## src/hdl/nearest_palette_color_search_top_macros.svh

```systemverilog
// Assertion macros for the palette search block.
`ifndef NEAREST_PALETTE_COLOR_SEARCH_TOP_MACROS_SVH
`define NEAREST_PALETTE_COLOR_SEARCH_TOP_MACROS_SVH

`ifndef ASSERT_OFF
// same-cycle implication
`define NPCS_ASSERT_IMP(lbl, clk, rstn, ante, cons) \
    lbl: assert property (@(posedge clk) disable iff (!rstn) (ante) |-> (cons)) \
        else $error("npcs: same-cycle check failed");
// next-cycle implication
`define NPCS_ASSERT_NXT(lbl, clk, rstn, ante, cons) \
    lbl: assert property (@(posedge clk) disable iff (!rstn) (ante) |=> (cons)) \
        else $error("npcs: next-cycle check failed");
`else
`define NPCS_ASSERT_IMP(lbl, clk, rstn, ante, cons)
`define NPCS_ASSERT_NXT(lbl, clk, rstn, ante, cons)
`endif

`endif

```

## src/hdl/npcs_pkg.sv

```systemverilog
`timescale 1ns / 1ps

package npcs_pkg;

    localparam int COLOR_W = 8;
    localparam int IN_COLOR_W = 16;
    localparam int PIX_W = 32;
    localparam int DIST_W = 18;
    localparam int CNT_W = 9;
    localparam int SQ_W = 2 * COLOR_W;

    typedef enum logic {
        OP_WRITE = 1'b0,
        OP_QUERY = 1'b1
    } t_opcode;

    typedef struct packed {
        logic [COLOR_W-1:0] red;
        logic [COLOR_W-1:0] green;
        logic [COLOR_W-1:0] blue;
        logic [PIX_W-1:0]   pix;
    } t_entry;

endpackage

```

## src/hdl/npcs_dist.sv

```systemverilog
`timescale 1ns / 1ps

// Squared RGB distance stage, one entry per cycle, registered output.
module npcs_dist #(
    parameter int IDX_W = 8
) (
    input  logic                           i_clk,
    input  logic                           i_rst_n,
    input  logic                           i_flush,
    input  logic                           i_valid,
    input  logic [IDX_W-1:0]               i_idx,
    input  npcs_pkg::t_entry               i_entry,
    input  logic [npcs_pkg::COLOR_W-1:0]   i_query_red,
    input  logic [npcs_pkg::COLOR_W-1:0]   i_query_green,
    input  logic [npcs_pkg::COLOR_W-1:0]   i_query_blue,
    output logic                           o_valid,
    output logic [IDX_W-1:0]               o_idx,
    output logic [npcs_pkg::DIST_W-1:0]    o_dist,
    output logic [npcs_pkg::PIX_W-1:0]     o_pix
);

    logic [npcs_pkg::COLOR_W-1:0] dr, dg, db;
    logic [npcs_pkg::SQ_W-1:0]    sr, sg, sb;
    logic [npcs_pkg::DIST_W-1:0]  n_dist;

    logic                          r_valid;
    logic [IDX_W-1:0]              r_idx;
    logic [npcs_pkg::DIST_W-1:0]   r_dist;
    logic [npcs_pkg::PIX_W-1:0]    r_pix;

    always_comb begin
        dr = (i_query_red > i_entry.red) ? i_query_red - i_entry.red
                                         : i_entry.red - i_query_red;
        dg = (i_query_green > i_entry.green) ? i_query_green - i_entry.green
                                             : i_entry.green - i_query_green;
        db = (i_query_blue > i_entry.blue) ? i_query_blue - i_entry.blue
                                           : i_entry.blue - i_query_blue;
        sr = npcs_pkg::SQ_W'(dr) * npcs_pkg::SQ_W'(dr);
        sg = npcs_pkg::SQ_W'(dg) * npcs_pkg::SQ_W'(dg);
        sb = npcs_pkg::SQ_W'(db) * npcs_pkg::SQ_W'(db);
        n_dist = npcs_pkg::DIST_W'(sr) + npcs_pkg::DIST_W'(sg) + npcs_pkg::DIST_W'(sb);
    end

    always_ff @(posedge i_clk) begin
        if (!i_rst_n) begin
            r_valid <= 1'b0;
        end else begin
            r_valid <= i_valid && !i_flush;
            r_idx   <= i_idx;
            r_dist  <= n_dist;
            r_pix   <= i_entry.pix;
        end
    end

    assign o_valid = r_valid;
    assign o_idx   = r_idx;
    assign o_dist  = r_dist;
    assign o_pix   = r_pix;

endmodule

```

## config.mk

```make
export PLATFORM = sky130hd
export DESIGN_NAME = npcs_dist
export DESIGN_NICKNAME = d
export VERILOG_FILES = /design/src/hdl/nearest_palette_color_search_top_macros.svh /design/src/hdl/npcs_pkg.sv /design/src/hdl/npcs_dist.sv
export SDC_FILE = /design/constraint.sdc
export NUM_CORES = 1
export LEC_CHECK = 0
export BUFFER_PORTS_ARGS = -buffer_cell sky130_fd_sc_hd__buf_2
export CORE_ASPECT_RATIO = 1.75
export CORE_MARGIN = 10
export CORE_UTILIZATION = 59
export DETAILED_ROUTE_END_ITERATION = 8
export PLACE_DENSITY_LB_ADDON = 0.08
export SETUP_SLACK_MARGIN = 0.15
export SLEW_MARGIN = 20
export SYNTH_ARGS = -nofsm -noshare
export SYNTH_HDL_FRONTEND = slang
export SYNTH_SLANG_ARGS = --single-unit
```

## constraint.sdc

```tcl
create_clock -name i_clk -period 9.55 [get_ports i_clk]
set_input_delay 0.4775 -clock i_clk [delete_from_list [all_inputs] [get_ports i_clk]]
set_output_delay 0.4775 -clock i_clk [all_outputs]
set_load 0.1 [all_outputs]
```

After elaboration in Yosys (flattened, before gate mapping)

Index checks and enable logic that the tools add are counted.

Output and inout bits: 59
Register bits: 59

Mux-type cells: 3
Multipliers: 3
Reduce and logical (&&, ||, !) cells: 2
$add $sub $neg: 8
Magnitude comparators: 3

Operators by type and width:

| kind                       | count |
|---|---|
| multiplier 8 x 8 -> 16 bit | 3 |
| subtractor 8 bit           | 6 |
| > comparator 8 bit         | 3 |
| two-way mux 8 bit          | 3 |
| adder 17 x 16 -> 18 bit    | 1 |
| adder 16 x 16 -> 17 bit    | 1 |
| logical AND 1 bit          | 1 |
| logical NOT 1 bit          | 1 |

Depth between registers and ports, before layout

Gate-level depths: netlist (run 1).

Depth after elaboration: 5
Depth in mapped cells: 34

Least setup slack after synthesis (run 1)

OpenSTA, ideal clock, no wires.

Path kind: input to register
Start point: in i_query_red[0] (netlist bit)
End point: reg r_dist, in the netlist o_dist[14], data pin
Data arrival time: 7.704 ns
Path buffers: 1
Stages on the path: 30
Required time: 9.285 ns
Setup slack: 1.581 ns
Cell sequence: inv_1 > ha_1 > inv_1 > fa_1 > a21o_1 > a221o_1 > o311ai_1 > buf_6 > mux2i_1 > xor2_1 > nand2b_1 > inv_1 > fa_1 > inv_1 > fa_1 > fa_1 > inv_1 > fa_1 > inv_1 > fa_1 > fa_1 > inv_1 > fa_1 > ha_1 > a21oi_1 > o211ai_1 > a31o_2 > a21oi_1 > o21ai_0 > xor2_1

Word-level cells in the longest chain between the ends: 5
Elaborated cells between the ends (all ways): 7
Those cells by class: 4 x add/sub; 1 x mul; 1 x order compare; 1 x mux

RTL lines:

| what                                     | RTL line        | text |
|---|---|---|
| from (decl)                              | npcs_dist.sv:13 | `input logic [npcs_pkg::COLOR_W-1:0] i_query_red,` |
| subtractor 8 bit (tied with other cells) | npcs_dist.sv:33 | `: i_entry.red - i_query_red;` |
| two-way mux 8 bit *                      | npcs_dist.sv:32 | `dr = (i_query_red > i_entry.red) ? i_query_red - i_entry.red` |
| multiplier 8 x 8 -> 16 bit *             | npcs_dist.sv:38 | `sr = npcs_pkg::SQ_W'(dr) * npcs_pkg::SQ_W'(dr);` |
| adder 16 x 16 -> 17 bit *                | npcs_dist.sv:41 | `n_dist = npcs_pkg::DIST_W'(sr) + npcs_pkg::DIST_W'(sg) + npcs_pkg::DIST_W'(sb);` |
| adder 17 x 16 -> 18 bit *                | npcs_dist.sv:41 |  |
| named net n_dist (one bit)               | npcs_dist.sv:24 | `logic [npcs_pkg::DIST_W-1:0] n_dist;` |
| to (signal assigned)                     | npcs_dist.sv:50 | `r_dist <= n_dist;` |
| to (decl)                                | npcs_dist.sv:28 | `logic [npcs_pkg::DIST_W-1:0] r_dist;` |

The timed path passes the listed nets; every way through them passes the cells marked *.
A chain may end at the register's enable or synchronous reset.

Worst setup path in the final report (run 1)

Start point: in i_query_red[0] (netlist bit)
End point: reg r_dist, in the netlist o_dist[15], data pin

Same word-level chain as after synthesis.

==> results.txt, run 1 <==
max-cap viol count -> 0
grt met1 use -> 0.2036
DRT Wirelength -> 20040 µm
Detail Route Antenna Nets -> 0
DR WL/cell -> 15.56 µm
first-pass GRT wire length -> 34190 µm
fin. max-slew vios -> 0
Fill cells -> 1266
area grow syn2layout -> 14.63%
GP Congestion -> 0.9330
post-route minimum period -> 8.453 ns
crit-path max cell delay -> 0.54 ns
Max Buffers Root-to-Sink -> 2
Hold Path Cell Cnt -> 1
Crit-path slowest cell -> fa_1
most frequent cells in the layout -> inv_1, buf_2, fa_1
Tcrit/Tclk final -> 0.8851
Fin Hold WS -> 0.3295 ns
most used cell, CP -> fa_1
Cell Area, Synth -> 9211 µm²
largest net degree at the start of global routing -> 60
Starting Density -> 0.5985
# diodes -> 0
initial antenna violation count -> 0
top cell type's share of synthesized area -> 0.3021
GR Util met3 -> 0.02980
most common cell after layout, fill and taps aside -> inv_1
GR Util All Layers -> 0.1996
worst-margin pin slew -> 0.7250 ns
Die Y -> 185.3 µm
Crit Path Class -> in2reg
syn_nets -> 1291
setup TNS -> 0 ns
Critical Path Start Type -> input pin
Multi-input gate area -> 6366 µm²
CP arrival -> 8.53 ns
GRT overflow -> 0
detailed router's first-iteration violation count -> 257
sequential cell area -> 1762 µm²
final hold violation count -> 0
HPWL Detailed -> 17950 µm
fraction of registers with async set/reset -> 0
Worst Setup End Kind -> flop
IO buf count -> 150
# DRC -> 0
Seq cells post-synth -> 59
Clock Sinks -> 59
worst-path maximum fanout -> 11
Slew headroom -> 0.5132
routed vias -> 6663
Synth cell types -> 59
Syn. warnings -> 0
Required @ worst endpoint -> 9.62 ns
Mapped Cells -> 936
top_reg_cell synth -> edfxtp_1
Max Fclk -> 118.3 MHz
Avg Vias per Cell -> 5.173
Post-CTS Hold Buffers -> 0
io pins -> 151
Post-synth EDFFs -> 58
setup violators final -> 0
CTS H-tree lvls -> 3
met2 Use GR -> 0.3846
Setup Buffers After CTS -> 0
Clock Tree Root -> clkbuf_16
outcome -> completed
Worst Hold Class -> in2reg
vias in the first global route -> 7400
RSZ-0062 raised after global routing -> no
Yosys top cell by area -> fa_1
proportion of layout cells with a drive suffix above 1 -> 0.1842
GR peak layer -> met2
DR pass1 iterations -> 5
CTS clk-pin slew, worst paths -> 0.05 ns
Core Area -> 15390 µm²
register area share after synthesis -> 0.1913
Die Area -> 21210 µm²
Syn Area/Cell -> 9.841 µm²
CTS tree -> done
nets@finish -> 1452
most area-consuming cells after synthesis -> fa_1, edfxtp_1, ha_1
post-cts sizing count -> 0
die extent in x -> 114.5 µm
row count -> 60
TritonCTS buffer count -> 9
## path summary, 6_finish.rpt
kind	start	end	slack [ns]
setup / recovery	i_query_red[0]	o_dist[15]	1.10
hold / removal	i_entry[9]	o_pix[9]	0.33
## cell usage after synthesis, types with 2 or more instances
library cell / number
inv_1: 264
fa_1: 139
ha_1: 124
nor2_1: 73
edfxtp_1: 58
a21oi_1: 37
nand2_1: 22
xnor2_1: 20
nand2b_1: 19
o21ai_0: 19
mux2i_1: 16
a21o_1: 15
xor2_1: 15
buf_2: 11
or2_2: 8
nor2b_1: 7
o21bai_1: 7
a211oi_1: 5
clkbuf_1: 5
and2_1: 4
and3_1: 4
nand3_1: 4
nand4_1: 4
or3_1: 4
a31oi_1: 3
nor3_1: 3
o21ai_1: 3
or2_1: 3
a21boi_0: 2
a221o_1: 2
a221oi_1: 2
a31o_2: 2
inv_2: 2
mux2_2: 2
nand3b_1: 2
o211ai_1: 2
o21a_1: 2
## cell type report
| type | instances | share of cell area |
|---|---|---|
| clock buffer | 12 | 0.02334 |
| clock inverter | 4 | 0.007110 |
| inverter | 266 | 0.09456 |
| multi-input combinational | 594 | 0.6029 |
| sequential | 59 | 0.1668 |
| tap | 186 | 0.02204 |
| timing repair buffer | 167 | 0.08318 |
## metal layers
metal  routed length (µm)  part of all wire  vias up
met2                11040              0.55      219
li1                     -                 -     3219
met1                 7182              0.36     3187
met3                 1145             0.057       38
met5                    0                 0        -
met4                  671             0.033        0
## registers in the layout (all words and copies together) (netlist names)
register and count:
o_idx 8, o_dist 18, o_pix 32, o_valid 1
## cells by family (layout without fill, tap and decap cells)
logic type,count (synthesis),after routing,synth area share
buf+inv,283,449,0.1176
fa+ha+maj,263,263,0.4705
simple gates,165,165,0.08815
compound gates,112,112,0.07756
flops,59,59,0.1913
xor+xnor,36,36,0.03505
mux,18,18,0.01983
## through the flow
stage | area, µm² | utilization | worst slack, ns | cells
after floorplan | 9211 | - | 1.581 | 936
after global placement | 10240 | 0.6652 | 0.9286 | 1272
after detailed placement | 10240 | 0.6652 | 0.7011 | 1272
after CTS | 10560 | 0.6861 | 1.044 | 1288
after global routing | 10560 | 0.6861 | 0.5178 | 1288
final | 10560 | 0.6861 | 1.097 | 1288
## worst max-delay path: cells and delay by family
family	cells	cell delay, ns
adders and majority gates	10	4.41
AOI/OAI and AO/OA	10	2.04
buffers and inverters	9	0.77
xor gates and xnor gates	2	0.60
and+or+nand+nor	1	0.23
Power of run 1 is not shown: default switching activity piles up to over one toggle a cycle in this logic, so the estimate is an artifact.
==> inputs of run 2 (changes only) <==
--- a/config.mk
+++ b/config.mk
@@ -5,10 +5,11 @@
 export SDC_FILE = /design/constraint.sdc
 export NUM_CORES = 1
 export LEC_CHECK = 0
+export ABC_AREA = 1
 export BUFFER_PORTS_ARGS = -buffer_cell sky130_fd_sc_hd__buf_2
 export CORE_ASPECT_RATIO = 1.75
 export CORE_MARGIN = 10
-export CORE_UTILIZATION = 59
+export CORE_UTILIZATION = 60
 export DETAILED_ROUTE_END_ITERATION = 8
 export PLACE_DENSITY_LB_ADDON = 0.08
 export SETUP_SLACK_MARGIN = 0.15
==> results.txt, run 2 <==
outcome -> completed
Die Area -> 21960 µm² (+3.5%)
setup TNS -> 0 ns (unchanged)
Design Area, Final -> 10950 µm² (+3.7%)
worst-path maximum fanout -> 9 (-2)
crit-path max cell delay -> 0.56 ns (+0.02 ns)
Cell Area, Synth -> 9754 µm² (+5.9%)
post-route minimum period -> 7.650 ns (-0.8023 ns)
Setup Buffers After CTS -> 0 (unchanged)
CTS H-tree lvls -> 3 (unchanged)
Max Fclk -> 130.7 MHz (+10%)
CTS clk-pin slew, worst paths -> 0.05 ns (about the same)
Post-synth EDFFs -> 58 (unchanged)
vias in the first global route -> 8395 (+13%)
most used cell, CP -> inv_1
fraction of registers with async set/reset -> 0 (unchanged)
Required @ worst endpoint -> 9.63 ns (about the same)
Seq cells post-synth -> 59 (unchanged)
initial antenna violation count -> 0 (unchanged)
Slew headroom -> 0.5260 (+0.01280)
final hold violation count -> 0 (unchanged)
most common cell after layout, fill and taps aside -> inv_1
Tcrit/Tclk final -> 0.8011 (-0.08401)
Crit-path slowest cell -> fa_1
most frequent cells in the layout -> inv_1, nand2_1, buf_2
proportion of layout cells with a drive suffix above 1 -> 0.1627 (-0.02151)
GRT overflow -> 0 (unchanged)
DRT Wirelength -> 24870 µm (+24%)
fin. max-slew vios -> 0 (unchanged)
DR WL/cell -> 16.67 µm (+7.2%)
routed vias -> 7738 (+16%)
Syn Area/Cell -> 8.512 µm² (-14%)
# diodes -> 0 (unchanged)
CP arrival -> 7.73 ns (-0.80 ns)
io pins -> 151 (unchanged)
post-cts sizing count -> 0 (unchanged)
CTS tree -> done
top post-synthesis cells by count -> inv_1, nand2_1, fa_1
Die Y -> 188.7 µm (+1.8%)
area grow syn2layout -> 12.21%
# DRC -> 0 (unchanged)
max-cap viol count -> 0 (unchanged)
Mapped Cells -> 1146 (+22%)
Max Buffers Root-to-Sink -> 2 (unchanged)
HPWL Detailed -> 21940 µm (+22%)
dpl ws -> 1.585 ns (+0.8835 ns)
fin worst setup slack -> 1.900 ns (+0.8023 ns)
Starting Density -> 0.6115 (+0.01296)
Clock Sinks -> 59 (unchanged)
nets@finish -> 1653 (+14%)
Synth cell types -> 37 (-37%)
Worst Setup End Kind -> flop
TritonCTS buffer count -> 9 (unchanged)
syn_nets -> 1501 (+16%)
row count -> 61 (+1.7%)
Yosys top cell by area -> fa_1
first-pass GRT wire length -> 40080 µm (+17%)
die extent in x -> 116.4 µm (+1.7%)
register area share after synthesis -> 0.1806 (-0.01065)
top cell type's share of synthesized area -> 0.2853 (-0.01682)
worst-margin pin slew -> 0.7110 ns (-0.01399 ns)
Clock Tree Root -> clkbuf_16
Syn. warnings -> 0 (unchanged)
Post-CTS Hold Buffers -> 0 (unchanged)
Crit Path Class -> in2reg
IO buf count -> 150 (unchanged)
RSZ-0062 raised after global routing -> no
Largest register FFs -> 32 (unchanged)
setup violators final -> 0 (unchanged)
most area-consuming cells after synthesis -> fa_1, edfxtp_1, ha_1
GR Util All Layers -> 0.2340 (+0.03438)
Worst Hold Class -> in2reg
GP Congestion -> 0.9390 (+0.64%)
non-filler instance count after layout -> 1492 (+16%)
top_reg_cell synth -> edfxtp_1
Critical Path Start Type -> input pin
Placed Cells -> 1476 (+16%)
detailed router's first-iteration violation count -> 425 (+65%)
dpl cell area -> 10680 µm² (+4.3%)
cell with the most instances after synthesis -> inv_1
Detail Route Antenna Nets -> 0 (unchanged)
largest net degree at the start of global routing -> 60 (unchanged)
DR pass1 iterations -> 5 (unchanged)
Core Area -> 15950 µm² (+3.6%)
Avg Vias per Cell -> 5.186 (+0.25%)
[run 2: changes by cell type after synthesis, moves of 9 or more]
| cell | change |
|---|---|
| mux2i_1 | -16 |
| nand2_1 | +183 |
| a21o_1 | -9 |
| nand3_1 | +34 |
| inv_1 | +45 |
| nand2_2 | +18 |
| nand2b_1 | -19 |
| buf_2 | -9 |
| nor2_1 | +25 |
[run 2: per-stage QoR]
step | hold WS, ns | utilization
final | 0.3032 | 0.6862
after global routing | 0.3108 | 0.6862
after CTS | 0.2912 | 0.6862
after detailed placement | 0.6382 | 0.6692
after global placement | 0.6361 | 0.6692
after floorplan | 0.5490 | -
[run 2: cell families (layout without fill, tap and decap cells)]
family                   Yosys count  count (layout)  synth area share
adder cells (fa/ha/maj)          263             263            0.4443
AND/OR/NAND/NOR                  382             382            0.1668
buffers and inverters            328             485            0.1302
flip-flops                        59              59            0.1806
XOR/XNOR                          30              30           0.02694
AO/OA/AOI/OAI                     84              84           0.05118
[run 2: critical path: cells and delay by family]
family	cells	cell delay, ns
adder cells (fa/ha/maj)	9	4.55
AO/OA/AOI/OAI	3	0.49
buffers and inverters	10	0.89
AND/OR/NAND/NOR	10	1.29
[run 2: area by class of cell]
| type | instances | area [µm²] |
|---|---|---|
| repair buffers | 151 | 758.2 |
| clock buffers | 10 | 229.0 |
| well taps | 189 | 236.5 |
| clock inverters | 6 | 41.29 |
| flip-flops and latches | 59 | 1762 |
| multi-input cells | 759 | 6723 |
| inverters | 318 | 1196 |
| fillers | 1396 | 5006 |
[run 2: worst paths after layout]
path,from,endpoint,slack [ns],depth (start not counted)
min,i_flush,o_valid,0.30,2
max,i_entry[48],o_dist[17],1.90,32
[run 2: routing by layer]
layer	share of wire	vias to the layer above	global-route usage
met5	0	-	0
met4	0.070	0	0.1509
met3	0.050	77	0.03244
met2	0.57	238	0.4520
met1	0.31	3679	0.2144
li1	-	3744	-
Power of run 2 is left out for the same reason.
==> inputs of run 3 (changes only) <==
==> constraint.sdc (replaced) <==
create_clock -name i_clk -period 7.15 [get_ports i_clk]
set_input_delay 0.3575 -clock i_clk [delete_from_list [all_inputs] [get_ports i_clk]]
set_output_delay 0.3575 -clock i_clk [all_outputs]
set_load 0.1 [all_outputs]
==> results.txt, run 3 (synthesis gave the netlist of run 2 again) <==
routed vias -> 8211 (+6.1%)
# DRC -> 0 (unchanged)
post-route minimum period -> 6.819 ns
most common cell after layout, fill and taps aside -> inv_1
fin util -> 0.7608 (+0.07460)
Core Area -> 15950 µm² (unchanged)
proportion of layout cells with a drive suffix above 1 -> 0.2668 (+0.1041)
final hold violation count -> 0 (unchanged)
CTS tree -> done
Clock Tree Root -> clkbuf_16
crit path from -> i_query_blue[0]
vias in the first global route -> 8874 (+5.7%)
crit path capture -> o_dist[14]
Avg Vias per Cell -> 5.113 (-1.4%)
Clock Sinks -> 59 (unchanged)
setup violators final -> 0 (unchanged)
most frequent cells in the layout -> inv_1, nand2_1, buf_2
Tcrit/Tclk final -> 0.9538
Die Area -> 21960 µm² (unchanged)
Max Fclk -> 146.6 MHz
nets@finish -> 1767 (+6.9%)
Crit-path slowest cell -> fa_1
TritonCTS buffer count -> 9 (unchanged)
CTS clk-pin slew, worst paths -> 0.06 ns (about the same)
fin worst setup slack -> 0.3306 ns (-1.569 ns)
non-filler instance count after layout -> 1606 (+7.6%)
# diodes -> 0 (unchanged)
area grow syn2layout -> 24.41%
largest net degree at the start of global routing -> 60 (unchanged)
io pins -> 151 (unchanged)
Die Y -> 188.7 µm (unchanged)
dpl cell area -> 11530 µm² (+8.0%)
IO buf count -> 150 (unchanged)
GR Util All Layers -> 0.2347 (+0.0006518)
DRT Wirelength -> 25620 µm (+3.0%)
Placed Cells -> 1588 (+7.6%)
detailed router's first-iteration violation count -> 382 (-10%)
Critical Path Start Type -> input pin
crit-path max cell delay -> 0.60 ns (+0.04 ns)
die extent in x -> 116.4 µm (unchanged)
Design Area, Final -> 12140 µm² (+11%)
dpl ws -> -0.2139 ns (-1.798 ns)
initial antenna violation count -> 0 (unchanged)
row count -> 61 (unchanged)
Worst Setup End Kind -> flop
Required @ worst endpoint -> 7.22 ns (-2.41 ns)
Worst Hold Class -> in2reg
CTS H-tree lvls -> 3 (unchanged)
fin. max-slew vios -> 0 (unchanged)
worst-margin pin slew -> 0.7153 ns (+0.004326 ns)
outcome -> completed
Slew headroom -> 0.5231 (-0.002884)
worst-path maximum fanout -> 7 (-2)
DR WL/cell -> 15.95 µm (-4.3%)
GRT overflow -> 0 (unchanged)
first-pass GRT wire length -> 40670 µm (+1.5%)
Detail Route Antenna Nets -> 0 (unchanged)
Largest register FFs -> 32 (unchanged)
max-cap viol count -> 0 (unchanged)
Crit Path Class -> in2reg
GP Congestion -> 0.9460 (+0.75%)
Max Buffers Root-to-Sink -> 2 (unchanged)
HPWL Detailed -> 22360 µm (+1.9%)
CP arrival -> 6.89 ns (-0.84 ns)
RSZ-0062 raised after global routing -> no
Starting Density -> 0.6115 (unchanged)
DR pass1 iterations -> 5 (unchanged)
most used cell, CP -> fa_1
==> run 3: cell types whose count changed in the layout (fill, tap and decap cells not counted), moves of 5 or more <==
| cell | delta |
|---|---|
| ha_4 | +7 |
| nor2_1 | -15 |
| fa_1 | -9 |
| nor2_2 | +13 |
| buf_4 | +113 |
| a21oi_1 | -6 |
| ha_1 | -9 |
| fa_2 | +9 |
| o21ai_0 | -5 |
| nand2_1 | -5 |
==> run 3: per-layer routing <==
layer,up-vias,share of wire,GRT usage
met1,3916,0.31,0.2131
met5,-,0,0
met2,240,0.56,0.4518
li1,3959,-,-
met4,0,0.074,0.1630
met3,96,0.051,0.02990
==> run 3: worst min-delay path by stage <==
stage	start	end	slack, ns	depth (start not counted)
after floorplan	i_flush	o_valid	0.43	1
after global placement	i_flush	o_valid	0.52	2
after detailed placement	i_flush	o_valid	0.52	2
after CTS	i_flush	o_valid	0.19	2
after global routing	i_entry[17]	o_pix[17]	0.20	1
final	i_flush	o_valid	0.20	2
==> run 3: critical path: cells and delay by family <==
| kind | cells | cell delay (ns) |
|---|---|---|
| compound gates | 4 | 0.56 |
| xor+xnor | 1 | 0.16 |
| fa+ha+maj | 10 | 4.52 |
| buf+inv | 7 | 0.61 |
| simple gates | 8 | 0.65 |
==> run 3: metrics by stage <==
stage / TNS, ns / hold slack, ns
final: 0 / 0.1997
after global routing: 0 / 0.1994
after CTS: 0 / 0.1900
after detailed placement: -1.138 / 0.5195
after global placement: -0.6202 / 0.5166
after floorplan: 0 / 0.4290
==> run 3: area by class of cell <==
| cell class | instances | area, µm² |
|---|---|---|
| Multi-Input combinational cell | 759 | 6989 |
| Clock inverter | 7 | 100.1 |
| Timing Repair Buffer | 265 | 1627 |
| Fill cell | 1202 | 3816 |
| Inverter | 318 | 1196 |
| Clock buffer | 9 | 225.2 |
| Sequential cell | 59 | 1762 |
| Tap cell | 189 | 236.5 |
==> run 3: timing repair <==
item	CTS	global route
gates resized for setup	1	66
hold buffers	0	0
setup buffers	0	2
pin swaps	0	19
setup endpoints to repair	1	12
Power of run 3 is left out for the same reason.
